## src/rtl/ptts_pkg.sv

```systemverilog
`default_nettype none
// ----------------------------------------------------------------------------
// ptts_pkg
// Types and constants shared by the periodic task tick scheduler modules.
// ----------------------------------------------------------------------------
package ptts_pkg;

    localparam int MASK_W     = 4;
    localparam int OPCODE_W   = 2;
    localparam int TASK_IDX_W = 2;
    localparam int CFG_W      = 16;
    localparam int CFG_IDX_W  = 3;
    localparam int CFG_REGS   = 8;
    localparam int MAX_SLOTS  = 4;

    localparam logic [CFG_IDX_W-1:0] REG_INTERVAL_BASE    = 3'd0;
    localparam logic [CFG_IDX_W-1:0] REG_FIRST_DELAY_BASE = 3'd4;

    localparam logic [CFG_W-1:0] INTERVAL_RESET [MAX_SLOTS] = '{
        16'd500, 16'd10000, 16'd1000, 16'd3000
    };
    localparam logic [CFG_W-1:0] FIRST_DELAY_RESET [MAX_SLOTS] = '{
        16'd500, 16'd500, 16'd1000, 16'd1000
    };

    typedef enum logic [OPCODE_W-1:0] {
        OP_TICK       = 2'd0,
        OP_DISPATCH   = 2'd1,
        OP_SET_ENABLE = 2'd2,
        OP_START      = 2'd3
    } op_t;

    typedef struct packed {
        logic [OPCODE_W-1:0]   opcode;
        logic [TASK_IDX_W-1:0] task_index;
        logic                  enable_value;
        logic [MASK_W-1:0]     start_pending_mask;
    } ptts_in_t;

    typedef struct packed {
        logic [MASK_W-1:0] dispatched_mask;
        logic [MASK_W-1:0] pending_mask;
        logic [MASK_W-1:0] enable_mask;
    } ptts_out_t;

    // per-slot controls for one accepted word
    typedef struct packed {
        logic tick;
        logic dispatch;
        logic set_enable;
        logic start;
        logic enable_value;
        logic start_pending;
    } ptts_ctl_t;

endpackage
`default_nettype wire

```

## src/rtl/ptts_timer.sv

```systemverilog
`default_nettype none
// ----------------------------------------------------------------------------
// ptts_timer
// One task slot: countdown, pending flag and enable bit.
// ----------------------------------------------------------------------------
module ptts_timer
    import ptts_pkg::*;
#(
    parameter int COUNT_WIDTH = 16
) (
    input  wire logic                   aclk,
    input  wire logic                   aresetn,
    input  wire ptts_ctl_t              ctl,
    input  wire logic [COUNT_WIDTH-1:0] interval,
    input  wire logic [COUNT_WIDTH-1:0] first_delay,
    output logic                        dispatched,
    output logic                        pending_next,
    output logic                        enabled_next
);

    logic [COUNT_WIDTH-1:0] count_reg, count_next;
    logic                   pending_reg;
    logic                   enabled_reg;
    logic [COUNT_WIDTH-1:0] count_dec;

    assign count_dec = count_reg - COUNT_WIDTH'(1);

    always_comb begin
        count_next   = count_reg;
        pending_next = pending_reg;
        enabled_next = enabled_reg;
        dispatched   = 1'b0;
        if (ctl.tick && enabled_reg && (count_reg != '0)) begin
            if (count_dec == '0) begin
                count_next   = interval;
                pending_next = 1'b1;
            end else begin
                count_next = count_dec;
            end
        end
        if (ctl.dispatch && enabled_reg && pending_reg) begin
            dispatched   = 1'b1;
            pending_next = 1'b0;
        end
        if (ctl.set_enable) begin
            enabled_next = ctl.enable_value;
        end
        if (ctl.start) begin
            count_next   = first_delay;
            pending_next = ctl.start_pending;
        end
    end

    always_ff @(posedge aclk) begin
        if (!aresetn) begin
            count_reg   <= '0;
            pending_reg <= 1'b0;
            enabled_reg <= 1'b1;
        end else begin
            count_reg   <= count_next;
            pending_reg <= pending_next;
            enabled_reg <= enabled_next;
        end
    end

endmodule
`default_nettype wire

```

## src/rtl/periodic_task_tick_scheduler.sv

```systemverilog
// a result word is registered and valid in the cycle after its input word is accepted
// throughput: one input word per cycle while m_ready drains the single result register
// s_ready stays high while the result register is empty or being drained
// reset clears countdowns and pending flags, sets all enables and restores
// the interval and first-delay registers to their defaults
`default_nettype none
// ----------------------------------------------------------------------------
// periodic_task_tick_scheduler
// Bank of periodic task timers driven by tick, dispatch, set-enable and start
// words, with a plain configuration write port.
// ----------------------------------------------------------------------------
module periodic_task_tick_scheduler
    import ptts_pkg::*;
#(
    parameter int TASK_SLOTS  = 4,
    parameter int COUNT_WIDTH = 16
) (
    input  wire logic                 aclk,
    input  wire logic                 aresetn,
    input  wire logic                 cfg_we,
    input  wire logic [CFG_IDX_W-1:0] cfg_index,
    input  wire logic [CFG_W-1:0]     cfg_data,
    input  wire logic                 s_valid,
    output logic                      s_ready,
    input  wire ptts_in_t             s_data,
    output logic                      m_valid,
    input  wire logic                 m_ready,
    output ptts_out_t                 m_data
);

    logic [CFG_W-1:0] interval_reg    [TASK_SLOTS];
    logic [CFG_W-1:0] first_delay_reg [TASK_SLOTS];

    logic                  accept;
    logic [TASK_SLOTS-1:0] disp_vec, pend_vec, en_vec;
    ptts_out_t             result;
    logic                  m_valid_reg;
    ptts_out_t             m_data_reg;

    assign s_ready = !m_valid_reg || m_ready;
    assign accept  = s_valid && s_ready;

    for (genvar i = 0; i < TASK_SLOTS; i++) begin : g_slot
        ptts_ctl_t   ctl;
        logic [31:0] interval_ext, first_delay_ext;

        assign interval_ext    = {16'd0, interval_reg[i]};
        assign first_delay_ext = {16'd0, first_delay_reg[i]};

        always_ff @(posedge aclk) begin
            if (!aresetn) begin
                interval_reg[i]    <= INTERVAL_RESET[i];
                first_delay_reg[i] <= FIRST_DELAY_RESET[i];
            end else if (cfg_we) begin
                if (cfg_index == REG_INTERVAL_BASE + CFG_IDX_W'(i)) begin
                    interval_reg[i] <= cfg_data;
                end
                if (cfg_index == REG_FIRST_DELAY_BASE + CFG_IDX_W'(i)) begin
                    first_delay_reg[i] <= cfg_data;
                end
            end
        end

        always_comb begin
            ctl               = '0;
            ctl.enable_value  = s_data.enable_value;
            ctl.start_pending = s_data.start_pending_mask[i];
            if (accept) begin
                case (s_data.opcode)
                    OP_TICK:       ctl.tick = 1'b1;
                    OP_DISPATCH:   ctl.dispatch = 1'b1;
                    OP_SET_ENABLE: begin
                        ctl.set_enable = (s_data.task_index == TASK_IDX_W'(i));
                    end
                    OP_START:      ctl.start = 1'b1;
                    default:       ctl = ctl;
                endcase
            end
        end

        ptts_timer #(
            .COUNT_WIDTH (COUNT_WIDTH)
        ) u_timer (
            .aclk         (aclk),
            .aresetn      (aresetn),
            .ctl          (ctl),
            .interval     (interval_ext[COUNT_WIDTH-1:0]),
            .first_delay  (first_delay_ext[COUNT_WIDTH-1:0]),
            .dispatched   (disp_vec[i]),
            .pending_next (pend_vec[i]),
            .enabled_next (en_vec[i])
        );
    end

    always_comb begin
        result = '0;
        for (int i = 0; i < TASK_SLOTS; i++) begin
            result.dispatched_mask[i] = disp_vec[i];
            result.pending_mask[i]    = pend_vec[i];
            result.enable_mask[i]     = en_vec[i];
        end
    end

    always_ff @(posedge aclk) begin
        if (!aresetn) begin
            m_valid_reg <= 1'b0;
        end else if (accept) begin
            m_valid_reg <= 1'b1;
        end else if (m_ready) begin
            m_valid_reg <= 1'b0;
        end
    end

    always_ff @(posedge aclk) begin
        if (accept) begin
            m_data_reg <= result;
        end
    end

    assign m_valid = m_valid_reg;
    assign m_data  = m_data_reg;

`ifndef NO_ASSERTIONS
    a_accept_gives_result: assert property (@(posedge aclk) disable iff (!aresetn)
        accept |=> m_valid)
        else $error("accepted word produced no result");

    a_dispatched_not_pending: assert property (@(posedge aclk) disable iff (!aresetn)
        m_valid |-> ((m_data.dispatched_mask & m_data.pending_mask) == '0))
        else $error("dispatched task still pending");

    a_dispatched_enabled: assert property (@(posedge aclk) disable iff (!aresetn)
        m_valid |-> ((m_data.dispatched_mask & ~m_data.enable_mask) == '0))
        else $error("disabled task dispatched");

    a_dispatch_only_on_opcode: assert property (@(posedge aclk) disable iff (!aresetn)
        (accept && (s_data.opcode != OP_DISPATCH)) |=> (m_data.dispatched_mask == '0))
        else $error("dispatch mask set by non-dispatch word");
`endif

endmodule
`default_nettype wire

```

## config.mk

```make
export PLATFORM = sky130hd
export DESIGN_NAME = periodic_task_tick_scheduler
export DESIGN_NICKNAME = d
export VERILOG_FILES = /design/src/rtl/ptts_pkg.sv /design/src/rtl/ptts_timer.sv /design/src/rtl/periodic_task_tick_scheduler.sv
export SDC_FILE = /design/constraint.sdc
export NUM_CORES = 1
export LEC_CHECK = 0
export BUFFER_PORTS_ARGS = -buffer_cell sky130_fd_sc_hd__buf_2
export CAP_MARGIN = 20
export CORE_MARGIN = 1.5
export CORE_UTILIZATION = 45
export CTS_BUF_LIST = sky130_fd_sc_hd__clkbuf_8
export DETAILED_ROUTE_END_ITERATION = 16
export SLEW_MARGIN = 30
export SYNTH_ARGS = -nofsm -noshare
export SYNTH_HDL_FRONTEND = slang
export SYNTH_SLANG_ARGS = --single-unit
```

## constraint.sdc

```tcl
create_clock -name aclk -period 3.3 [get_ports aclk]
set_input_delay 0 -clock aclk [delete_from_list [all_inputs] [get_ports aclk]]
set_output_delay 0 -clock aclk [all_outputs]
set_load 0.02 [all_outputs]
```

# [Word-level counts from Yosys, hierarchy flattened]
# Memories as Yosys holds them, arrays and structs flattened.
# Index checks and enable logic that the tools add are counted.
[word_totals] ram_bits=128 inputBits=33 n_memories=2 regBits=85 output_inout_bits=14
[classes] n_reduce_logical=35 n_mux=90 add_sub_neg=4 eq_ne=13 bitwise=8
[mem_list] name="first_delay_reg" depth=4 word_bits=16 read_ports=4 rd_ports_with_merged_regs=0 wr=4 line_no="periodic_task_tick_scheduler.sv:32" text="logic [CFG_W-1:0] first_delay_reg [TASK_SLOTS];"
[mem_list] name="interval_reg" depth=4 word_bits=16 read_ports=4 rd_ports_with_merged_regs=0 wr=4 line_no="periodic_task_tick_scheduler.sv:31" text="logic [CFG_W-1:0] interval_reg [TASK_SLOTS];"
[ops] cell="$mux 16" count=20
[ops] cell="$mux 1" count=66
[ops] cell="$logic_not 16->1" count=4
[ops] cell="$reduce_bool 16->1" count=4
[ops] cell="$sub 16x1->16 const B" count=4
[ops] cell="$mux 6" count=4
[ops] cell="$logic_and 1x1->1" count=17
[ops] cell="$eq 3x3->1 const B" count=4
[ops] cell="$reduce_bool 2->1" count=5
[ops] cell="$eq 2x2->1 const B" count=4
[ops] cell="$or 1x1->1" count=8
[ops] cell="$eq 3x2->1 const B" count=2
[ops] cell="$eq 2x1->1 const B" count=2
[ops] cell="$logic_not 2->1" count=2
[ops] cell="$eq 3x1->1 const B" count=1
[ops] cell="$logic_not 3->1" count=1
[ops] cell="$logic_not 1->1" count=1
[ops] cell="$logic_or 1x1->1" count=1

# [Longest topological paths before layout]
# Gate-level depths: netlist (run 1).
[logic_depth] depth_word=9 ltp_mapped=13

# [By module]
# From an unflattened synthesis (run 1), not the netlist that was laid out.
[hier_totals] cells_unflattened=1045 area_unflattened_um2=10802.9
[modules_own_cells] module="periodic_task_tick_scheduler" cells_per_inst=357 seq_area_each_um2=4224.1 n_inst=1 area_each_um2=5277.6
[modules_own_cells] module="ptts_timer (g_slot[0].u_timer ...)" cells_per_inst=178 seq_area_each_um2=360.3 n_inst=2 area_each_um2=1392.6
[modules_own_cells] module="ptts_timer (g_slot[2].u_timer ...)" cells_per_inst=166 seq_area_each_um2=360.3 n_inst=2 area_each_um2=1370.1

# [Least setup slack after synthesis (run 1)]
# OpenSTA, ideal clock, no wires.
[synth_timing] path_kind="reg-to-reg" startpoint="register g_slot[1].u_timer.count_reg[0]" endpoint="register m_data_reg, in the netlist m_data[5] (data pin)" arrival_time_ps=2699 stages_incl_launch_ff=10 setup_time_ps=169 path_slack_ps=432 n_path_buf=0 required_time_ps=3131 cell_sequence="dfxtp_1 > inv_1 > ha_1 > nor3b_1 > nand3b_1 > xnor2_1 > or4_1 > nor4_4 > a21oi_1 > o31ai_1"
[synth_between] elab_chain_cells=6
[synth_lines] item="from (decl)" line_no="ptts_timer.sv:21" text="logic [COUNT_WIDTH-1:0] count_reg, count_next;"
[synth_lines] item="from (signal assigned)" line_no="ptts_timer.sv:60" text="count_reg <= count_next;"
[synth_lines] item="$sub 16x1->16" line_no="ptts_timer.sv:26" text="assign count_dec = count_reg - COUNT_WIDTH'(1);"
[synth_lines] item="$logic_not 16->1" line_no="ptts_timer.sv:34" text="if (count_dec == '0) begin"
[synth_lines] item="$mux 1" line_no="ptts_timer.sv:34"
[synth_lines] item="$mux 1 *" line_no="ptts_timer.sv:33" text="if (ctl.tick && enabled_reg && (count_reg != '0)) begin"
[synth_lines] item="$mux 1 *" line_no="ptts_timer.sv:41" text="if (ctl.dispatch && enabled_reg && pending_reg) begin"
[synth_lines] item="$mux 1 *" line_no="ptts_timer.sv:48" text="if (ctl.start) begin"
[synth_lines] item="via g_slot[1].u_timer.pending_next" line_no="ptts_timer.sv:17" text="output logic pending_next,"
[synth_lines] item="to (signal assigned)" line_no="periodic_task_tick_scheduler.sv:116" text="m_data_reg <= result;"
[synth_lines] item="to (decl)" line_no="periodic_task_tick_scheduler.sv:38" text="ptts_out_t m_data_reg;"
# The timed path passes the listed nets; every way through them passes the cells marked *.
# A chain may end at the register's enable or synchronous reset.

# [Worst setup path after layout (run 1)]
# Same ends and word-level chain as after synthesis.

==> results.yml, run 1 <==
global_routing:
  grt_pass1_wl_mm: 45.6
  grt_pass1_vias: 8219
  grt_max_degree: 57
  grtUsageTotal_pct: 24.0
  gr-total-overflow: 0
  antenna_found_initial: 2
pwr:
  switching_share_pct: 29.2
  pwr-share-comb_pct: 18.5
  intPower_uw: 4700
  leakage_uw: 0.00444
  pwr-share-clk_pct: 33.4
  p_per_area_nw_per_um2: 534
  switchingPower_uw: 1940
  max-vdd-ir-drop_v: 0.000276
  p_seq_share_pct: 48.0
placement:
  dpl.hpwl_mm: 19.0
  gp_congestion: 0.884
  dp.cells: 1434
  port_buffers: 46
floorplan:
  ioPinCount: 47
  die_w_um: 158
  rows: 56
  die_area_um2: 25100
  die_y_um: 158
  initial_core_util_pct: 46.0
  core_um2: 23600
timing:
  tightest_slew_ns: 0.802
  finalMaxSlewViolations: 0
  hold_ws_ns: 0.0169
  skew_ns: 0.0154
  fmax_ghz: 0.333
  setup_viol: 0
  finalSetupTns_ns: 0
  period_minus_slack_ns: 3.01
  rsz0062_at_grt: "false"
  max_slew_margin_pct: 46.3
  min_period_over_period_pct: 91.1
  hold_violations: 0
synthesis:
  ys.flop_type: "edfxtp_1"
  syn_area_um2: 10900
  yosys_warnings: 0
  synth_nets: 1144
  synth_edf_count: 140
  ys_seq_area_share_pct: 52.1
  syn_area_per_cell_um2: 9.86
  yosysTopAreaCell: "edfxtp_1"
  yosysUniqueCellTypes: 72
  ys_async_sr_fraction_pct: 0
  ys_top_cells_by_area: "edfxtp_1 39%, dfxtp_1 13%, nor3_1 6.1%, and2_1 4.8%, o21ai_0 3.5%"
  syn_inst: 1103
  synth_top_area_share_pct: 38.7
  ys_seq_elements: 213
worst_hold_path:
  worstHoldPathCells: 2
  hold_start: "cfg_data[10]"
  min_to: "interval_reg[3][10]"
  hold_path.class: "primary input to register"
route:
  viasPerCell: 5.63
  drtAntennaViolNets: 0
  vias: 8594
  drc: 0
  wl_per_cell_um: 19.0
  drt_iter0_drc: 629
  firstDrtPassIters: 5
  routed_wl_mm: 28.9
finish:
  stdcell_count: 1526
  finalNetCount: 1221
  layout_common_cells: "140 x edfxtp_1, 132 x nor3_1, 83 x and2_1"
  area_delta_synth_final_pct: 14.5
  final_util_pct: 52.7
  layout_commonest_cell: "edfxtp_1"
  drive_above_1_share_pct: 13.7
setup_path:
  required_ns: 3.64
  critPathKind: "register to register"
  rr_worst_depth: 10
  r2r_end: "m_data[5]"
  end_kind: "register"
  rrSetupSlack_ns: 0.29
  worst_setup_path_start_kind: "register"
  timing.rr.start: "g_slot[1].u_timer.count_reg[0]"
  crit_arrival_ns: 3.34
  path_max_fanout: 7
job:
  drv_cap: 0
clock_network:
  numCtsBuffers: 37
  clk_pin_slew_worst_paths_ns: 0.06
  h-tree-depth: 2
  cts_tree: "built"
  clockBufferDepth: 3
  clock_sinks: 213
  cts-root-buf: "clkbuf_8"
  clkLatencyLatePin_ns: 0.53
run_status:
  outcome: "completed"
[through the flow]
| stage | worst slack (ns) | power, µW | instance area, µm² |
|---|---|---|---|
| after detailed placement | 0.115 | 4450 | 11500 |
| after floorplan | 0.432 | 4100 | 10900 |
| after CTS | 0.0650 | 6720 | 12400 |
| final | 0.294 | 6650 | 12500 |
| after global placement | 0.314 | 4440 | 11500 |
| after global routing | 0.0676 | 6990 | 12400 |
[synth_stat cells, types with 10 or more instances]
cell	instances
edfxtp_1	140
nor3_1	132
clkbuf_1	60
inv_1	20
nand3_1	34
xor2_1	16
nor3b_1	10
nand4_1	12
xnor2_1	32
dfxtp_1	73
a21oi_1	49
and2_1	83
nand2b_1	27
nand2_1	66
or2_2	11
a211oi_1	19
or3_1	41
o21ai_0	77
nor2_1	59
[power groups by stage]
stage	clock network (µW)	registers, µW	logic [µW]
floorplan	0	3190	908
global placement	0	3240	1190
detailed placement	0	3250	1200
CTS	2290	3190	1230
global route	2400	3220	1370
finish	2220	3190	1230
[worst max-delay path, stage by stage, from the launching register on]
cell and delay, ns:
dfxtp_1 0.43, inv_1 0.09, ha_1 0.21, nor3b_2 0.19
buf_4 0.16, xnor2_1 0.19, nand3_1 0.09, or4_1 0.54
nor4_4 0.44, a21oi_1 0.24, o31ai_1 0.26
[worst max-delay path by stage]
| stage | start | end | slack, ns |
|---|---|---|---|
| 2_1_floorplan | g_slot[1].u_timer.count_reg[0] | m_data[5] | 0.43 |
| 3_3_place_gp | g_slot[1].u_timer.count_reg[0] | g_slot[1].u_timer.count_reg[6] | 0.31 |
| 3_5_place_dp | g_slot[1].u_timer.count_reg[0] | m_data[5] | 0.11 |
| 4_1_cts | g_slot[1].u_timer.count_reg[0] | m_data[5] | 0.06 |
| 5_1_grt | g_slot[1].u_timer.count_reg[0] | g_slot[1].u_timer.count_reg[9] | 0.07 |
| 6_report | g_slot[1].u_timer.count_reg[0] | m_data[5] | 0.29 |
[metal layers]
layer | share of wire (%) | vias to the layer above | track usage (%)
li1 | - | 4219 | -
met1 | 47 | 4113 | 33.4
met2 | 45 | 209 | 38.9
met3 | 5.3 | 51 | 3.78
met4 | 2.0 | 2 | 6.10
met5 | 0.045 | - | 0
[layout make-up]
type,instances,area [µm²]
clock buffers,39,537
diodes,1,2.50
well taps,319,399
inverters,21,78.8
fillers,2196,11200
flip-flops and latches,213,5670
repair buffers,110,788
multi-input cells,797,4850
clock inverters,26,133
[logic make-up after synthesis]
kind of cell / share of synthesized area (%)
muxes: 0.794
DFF: 52.1
and+or+nand+nor: 27.2
adders and majority gates: 0.921
xor gates and xnor gates: 3.87
AOI/OAI and AO/OA: 11.6
buffers and inverters: 3.50
[timing repair]
item / CTS / global route
hold endpoints to repair: 131 / 0
setup endpoints to repair: 0 / 14
hold buffers: 26 / 0
buffers inserted: 0 / 0
gates resized for setup: 0 / 1
Note: power is estimated with default switching activity, not from simulation.
==> run 2, diff against run 1 <==
BUFFER_PORTS_ARGS = -buffer_cell sky130_fd_sc_hd__buf_4   (was -buffer_cell sky130_fd_sc_hd__buf_2)
SYNTH_HIERARCHICAL = 1   (was unset)
==> results.yml, run 2 <==
run_status:
  outcome: "completed"
synthesis:
  ys_seq_area_share_pct: 52.4
  synthAdderAreaFrac_pct: 0.927
  yosysTopAreaCell: "edfxtp_1"
  ys_seq_elements: 213
  yosys-top-cells-count: "140 x edfxtp_1, 110 x nor2_1, 103 x nor3_1, 79 x nand2_1, 73 x dfxtp_1"
  syn_inst: 1045
  syn_area_um2: 10800
  syn_area_per_cell_um2: 10.3
  yosys.area_share.simple_pct: 26.4
  synth_compound_area_share_pct: 11.4
  yosys_warnings: 6
  yosysUniqueCellTypes: 64
  synth_nets: 1086
  yosysMostFrequentCell: "edfxtp_1"
  synth_top_family_by_area: "simple AND/OR/NAND/NOR gates"
  muxShareOfSynthArea_pct: 1.07
  synth_top_area_share_pct: 38.9
  synth_xor_area_share_pct: 4.05
  ys_top_cells_by_area: "edfxtp_1 39%, dfxtp_1 14%, nor3_1 4.8%, nor2_1 3.8%, o21ai_0 3.0%"
  synth_edf_count: 140
  ys.flop_type: "edfxtp_1"
  ys_async_sr_fraction_pct: 0
timing:
  min_period_over_period_pct: 82.2
  period_minus_slack_ns: 2.71
  skew_ns: 0.0226
  fmax_ghz: 0.369
  max_slew_margin_pct: 35.1
  finalMaxSlewViolations: 0
  hold_violations: 0
  setup_viol: 0
  finalSetupTns_ns: 0
  rsz0062_at_grt: "false"
  tightest_slew_ns: 0.972
clock_network:
  hold_buffers: 21
  clkLatencyLatePin_ns: 0.54
  clock_sinks: 213
  clk_pin_slew_worst_paths_ns: 0.06
  numCtsBuffers: 37
  cts_setup_buffers: 0
  h-tree-depth: 2
  clockBufferDepth: 3
  cts_tree: "built"
  cts_resized: 0
  cts-root-buf: "clkbuf_8"
route:
  firstDrtPassIters: 5
  drc: 0
  drtAntennaViolNets: 0
  drt_iter0_drc: 631
  viasPerCell: 5.77
  vias: 8506
  wl_per_cell_um: 20.5
  routed_wl_mm: 30.3
setup_path:
  critPathKind: "register to register"
  cpPeakStageDelay_ns: 0.66
  path_buf_inv: 2
  critPathTopFamily: "simple AND/OR/NAND/NOR gates"
  end_kind: "register"
  worst_setup_path_start_kind: "register"
  path_max_fanout: 19
  required_ns: 3.75
  crit_slowest_cell: "and3_1"
  path_cells: "inv_1 -> ha_1 -> nor3b_2 -> buf_4 -> and4_1 -> xnor2_1 -> and3_1 -> nand3_1 -> a211oi_2"
  crit_arrival_ns: 3.16
pwr:
  max-vdd-ir-drop_v: 0.000285
  fin_total_pwr_uw: 6720
  leakage_uw: 0.00438
  p_per_area_nw_per_um2: 541
floorplan:
  rows: 56
  ioPinCount: 47
  die_y_um: 158
  initial_core_util_pct: 45.9
  core_um2: 23500
  die_area_um2: 24900
  die_w_um: 158
global_routing:
  grt_max_degree: 47
  grt_pass1_vias: 8053
  gr-total-overflow: 0
  antenna_found_initial: 0
  grt_pass1_wl_mm: 46.0
  grtUsageTotal_pct: 24.7
placement:
  port_buffers: 46
  gp_congestion: 0.899
  dpl.hpwl_mm: 20.6
finish:
  final_util_pct: 52.8
  layout_common_cells: "140 x edfxtp_1, 110 x nor2_1, 103 x nor3_1"
  drive_above_1_share_pct: 17.0
  area_delta_synth_final_pct: 15.1
  insertedDiodeCount: 0
  layout_commonest_cell: "edfxtp_1"
  finalNetCount: 1168
worst_hold_path:
  hold_path.class: "primary input to register"
job:
  drv_cap: 0
-- run 2: per-stage QoR --
step / hold WS (ns) / std cells / instance area [µm²] / worst slack, ns
2_1_floorplan: 0.124 / 1045 / 10800 / 0.349
5_1_grt: 0.0169 / 1475 / 12400 / 0.398
3_3_place_gp: 0.245 / 1386 / 11500 / 0.391
6_report: 0.0295 / 1475 / 12400 / 0.588
4_1_cts: 0.00425 / 1475 / 12400 / 0.608
3_5_place_dp: 0.243 / 1386 / 11500 / 0.628
-- run 2: path summary, 6_finish.rpt --
kind | start | end | slack (ns) | cells past startpoint
max | g_slot[1].u_timer/count_reg[0] | g_slot[1].u_timer/count_reg[6] | 0.59 | 9
min | cfg_we | first_delay_reg[0][6] | 0.03 | 3
max reg2reg | g_slot[1].u_timer/count_reg[0] | g_slot[1].u_timer/count_reg[6] | 0.59 | 9
min reg2reg | interval_reg[2][6] | g_slot[2].u_timer/count_reg[6] | 0.48 | 2
-- run 2: layer usage --
metal / share of wire, % / up-vias / track usage [%]
met4: 2.8 / 0 / 8.46
met1: 45 / 4134 / 34.0
met5: 0 / - / 0
met3: 6.0 / 54 / 4.27
li1: - / 4068 / -
met2: 46 / 250 / 39.3
-- run 2: report_power, final --
group	leakage [µW]	internal, µW	switching, µW
logic	0.00200	491	725
registers	0.00196	3030	168
clock network	0.000416	1220	1090
total	0.00438	4740	1980
-- run 2: logic make-up (layout without fill, tap and decap cells) --
group           after synthesis  in the layout
compound gates              183            183
buf+inv                      79            190
simple gates                502            502
flops                       213            213
fa+ha+maj                     8              8
xor+xnor                     50             50
mux                          10             10
-- run 2: layout make-up --
class / count / area, µm²
clock inverters: 27 / 138
inverters: 18 / 67.6
clock buffers: 41 / 564
well taps: 319 / 399
flip-flops and latches: 213 / 5670
fillers: 2216 / 11100
repair buffers: 104 / 846
multi-input cells: 753 / 4750
-- run 2: worst reg2reg max path: stages, from the launching register on --
cell      delay [ns]
dfxtp_1         0.48
inv_1           0.11
ha_1            0.23
nor3b_2         0.16
buf_4           0.17
and4_1          0.20
xnor2_1         0.19
and3_1          0.66
nand3_1         0.20
a211oi_2        0.24
==> run 3, diff against run 2 <==
clock period = 2.2 ns   (was 3.3 ns; I/O delays follow)
==> results.yml, run 3 (synthesis gave the netlist of run 2 again) <==
clock_network:
  clockBufferDepth: 3
  clk_pin_slew_worst_paths_ns: 0.06
  cts-root-buf: "clkbuf_8"
  numCtsBuffers: 37
  h-tree-depth: 2
  clkLatencyLatePin_ns: 0.54
  cts_tree: "built"
  clock_sinks: 213
timing:
  max_slew_margin_pct: 51.2
  finalSetupTns_ns: 0
  tightest_slew_ns: 0.730
  fmax_ghz: 0.456
  finalMaxSlewViolations: 0
  hold_violations: 0
  rsz0062_at_grt: "true"
  setup_viol: 0
  skew_ns: 0.0136
  period_minus_slack_ns: 2.20
  min_period_over_period_pct: 99.8
pwr:
  leakage_uw: 0.00499
  max-vdd-ir-drop_v: 0.000684
  switchingPower_uw: 3130
  intPower_uw: 7360
  p_seq_share_pct: 45.5
  pwr-share-clk_pct: 31.2
  switching_share_pct: 29.9
  pwr-share-comb_pct: 23.3
  p_per_area_nw_per_um2: 772
global_routing:
  gr-total-overflow: 0
  grtUsageTotal_pct: 25.1
  antenna_found_initial: 0
  grt_pass1_vias: 8519
  grt_max_degree: 72
  grt_pass1_wl_mm: 47.3
floorplan:
  rows: 56
  die_y_um: 158
  initial_core_util_pct: 45.9
  die_area_um2: 24900
  ioPinCount: 47
  die_w_um: 158
  core_um2: 23500
placement:
  dpl.hpwl_mm: 21.2
  gp_congestion: 0.881
  postPlaceCellArea_um2: 12300
  port_buffers: 46
worst_hold_path:
  min_to: "first_delay_reg[2][12]"
  hold_path.class: "primary input to register"
  worstHoldPathCells: 3
  hold_start: "cfg_data[12]"
route:
  vias: 8811
  drt_iter0_drc: 646
  firstDrtPassIters: 5
  routed_wl_mm: 30.7
  wl_per_cell_um: 19.4
  drc: 0
  drtAntennaViolNets: 0
  viasPerCell: 5.57
finish:
  fill_cells: 2078
  layout_commonest_cell: "buf_4"
  finalNetCount: 1276
  drive_above_1_share_pct: 27.2
  design_area_um2: 13600
  insertedDiodeCount: 0
  area_delta_synth_final_pct: 25.8
  layout_common_cells: "175 x buf_4, 140 x edfxtp_1, 110 x nor2_1"
  final_util_pct: 57.7
job:
  drv_cap: 0
setup_path:
  end_kind: "register"
  crit_arrival_ns: 2.48
  required_ns: 2.48
  rr_worst_depth: 10
  critPathKind: "register to register"
  timing.rr.start: "g_slot[0].u_timer/count_reg[0]"
  r2r_end: "m_data[4]"
  path_max_fanout: 4
  worst_setup_path_start_kind: "register"
  rrSetupSlack_ns: 0.005
run_status:
  outcome: "completed"
run 3: routing by layer:
layer | GRT usage (%) | vias to the layer above | share of wire (%)
met4 | 7.83 | 0 | 2.6
met1 | 34.6 | 4205 | 44
met2 | 39.7 | 264 | 46
met5 | 0 | - | 0
met3 | 5.37 | 60 | 7.1
li1 | - | 4282 | -
run 3: worst max path at each step:
stage,from,to,slack (ns),cells past startpoint
finish,g_slot[0].u_timer/count_reg[0],m_data[4],0.005,10
CTS,g_slot[0].u_timer/count_reg[0],m_data[4],0.005,8
floorplan,cfg_index[0],first_delay_reg[0][0],-0.05,4
global placement,g_slot[0].u_timer/count_reg[0],g_slot[0].u_timer/count_reg[8],0.01,10
detailed placement,g_slot[1].u_timer/count_reg[1],g_slot[1].u_timer/count_reg[9],-0.05,9
global route,g_slot[0].u_timer/count_reg[0],m_data[4],-0.11,10
run 3: repair_timing:
item / in CTS / in global routing
hold endpoints to repair: 94 / 0
pin swaps: 5 / 31
gates cloned: 0 / 1
hold buffers: 25 / 0
endpoints found under the setup margin: 15 / 54
buffers inserted: 4 / 10
gates resized for setup: 9 / 52
run 3: layout make-up:
class,instances,area [µm²],share of cell area (%)
Timing Repair Buffer,212,1770,13.0
Inverter,18,75.1,0.552
Sequential cell,213,5680,41.8
Clock inverter,29,124,0.911
Multi-Input combinational cell,753,5010,36.9
Tap cell,319,399,2.94
Clock buffer,39,537,3.95
run 3: worst max-delay path, stage by stage, from the launching register on:
cell and delay (ns):
dfxtp_4 0.37, inv_4 0.06, ha_4 0.12, nor3b_4 0.25
buf_4 0.16, nand3b_1 0.12, xnor2_2 0.23, nor4_4 0.09
buf_4 0.15, a311oi_4 0.32, nor2_1 0.07
run 3: power groups by stage:
stage	Combinational (µW)	Sequential, µW	Clock, µW
after floorplan	1380	4830	0
after global placement	2190	4840	0
after detailed placement	2190	4840	0
after CTS	2280	4760	3350
after global routing	2660	4800	3550
final	2440	4770	3280
run 3: per-stage QoR:
step	cells	total power (µW)	hold slack [ns]	worst slack (ns)
floorplan	1045	6210	0.124	-0.0518
global placement	1476	7030	0.248	0.0147
detailed placement	1476	7040	0.253	-0.0486
CTS	1573	10400	0.00468	0.00545
global route	1583	11000	0.0233	-0.112
finish	1583	10500	0.0275	0.00464
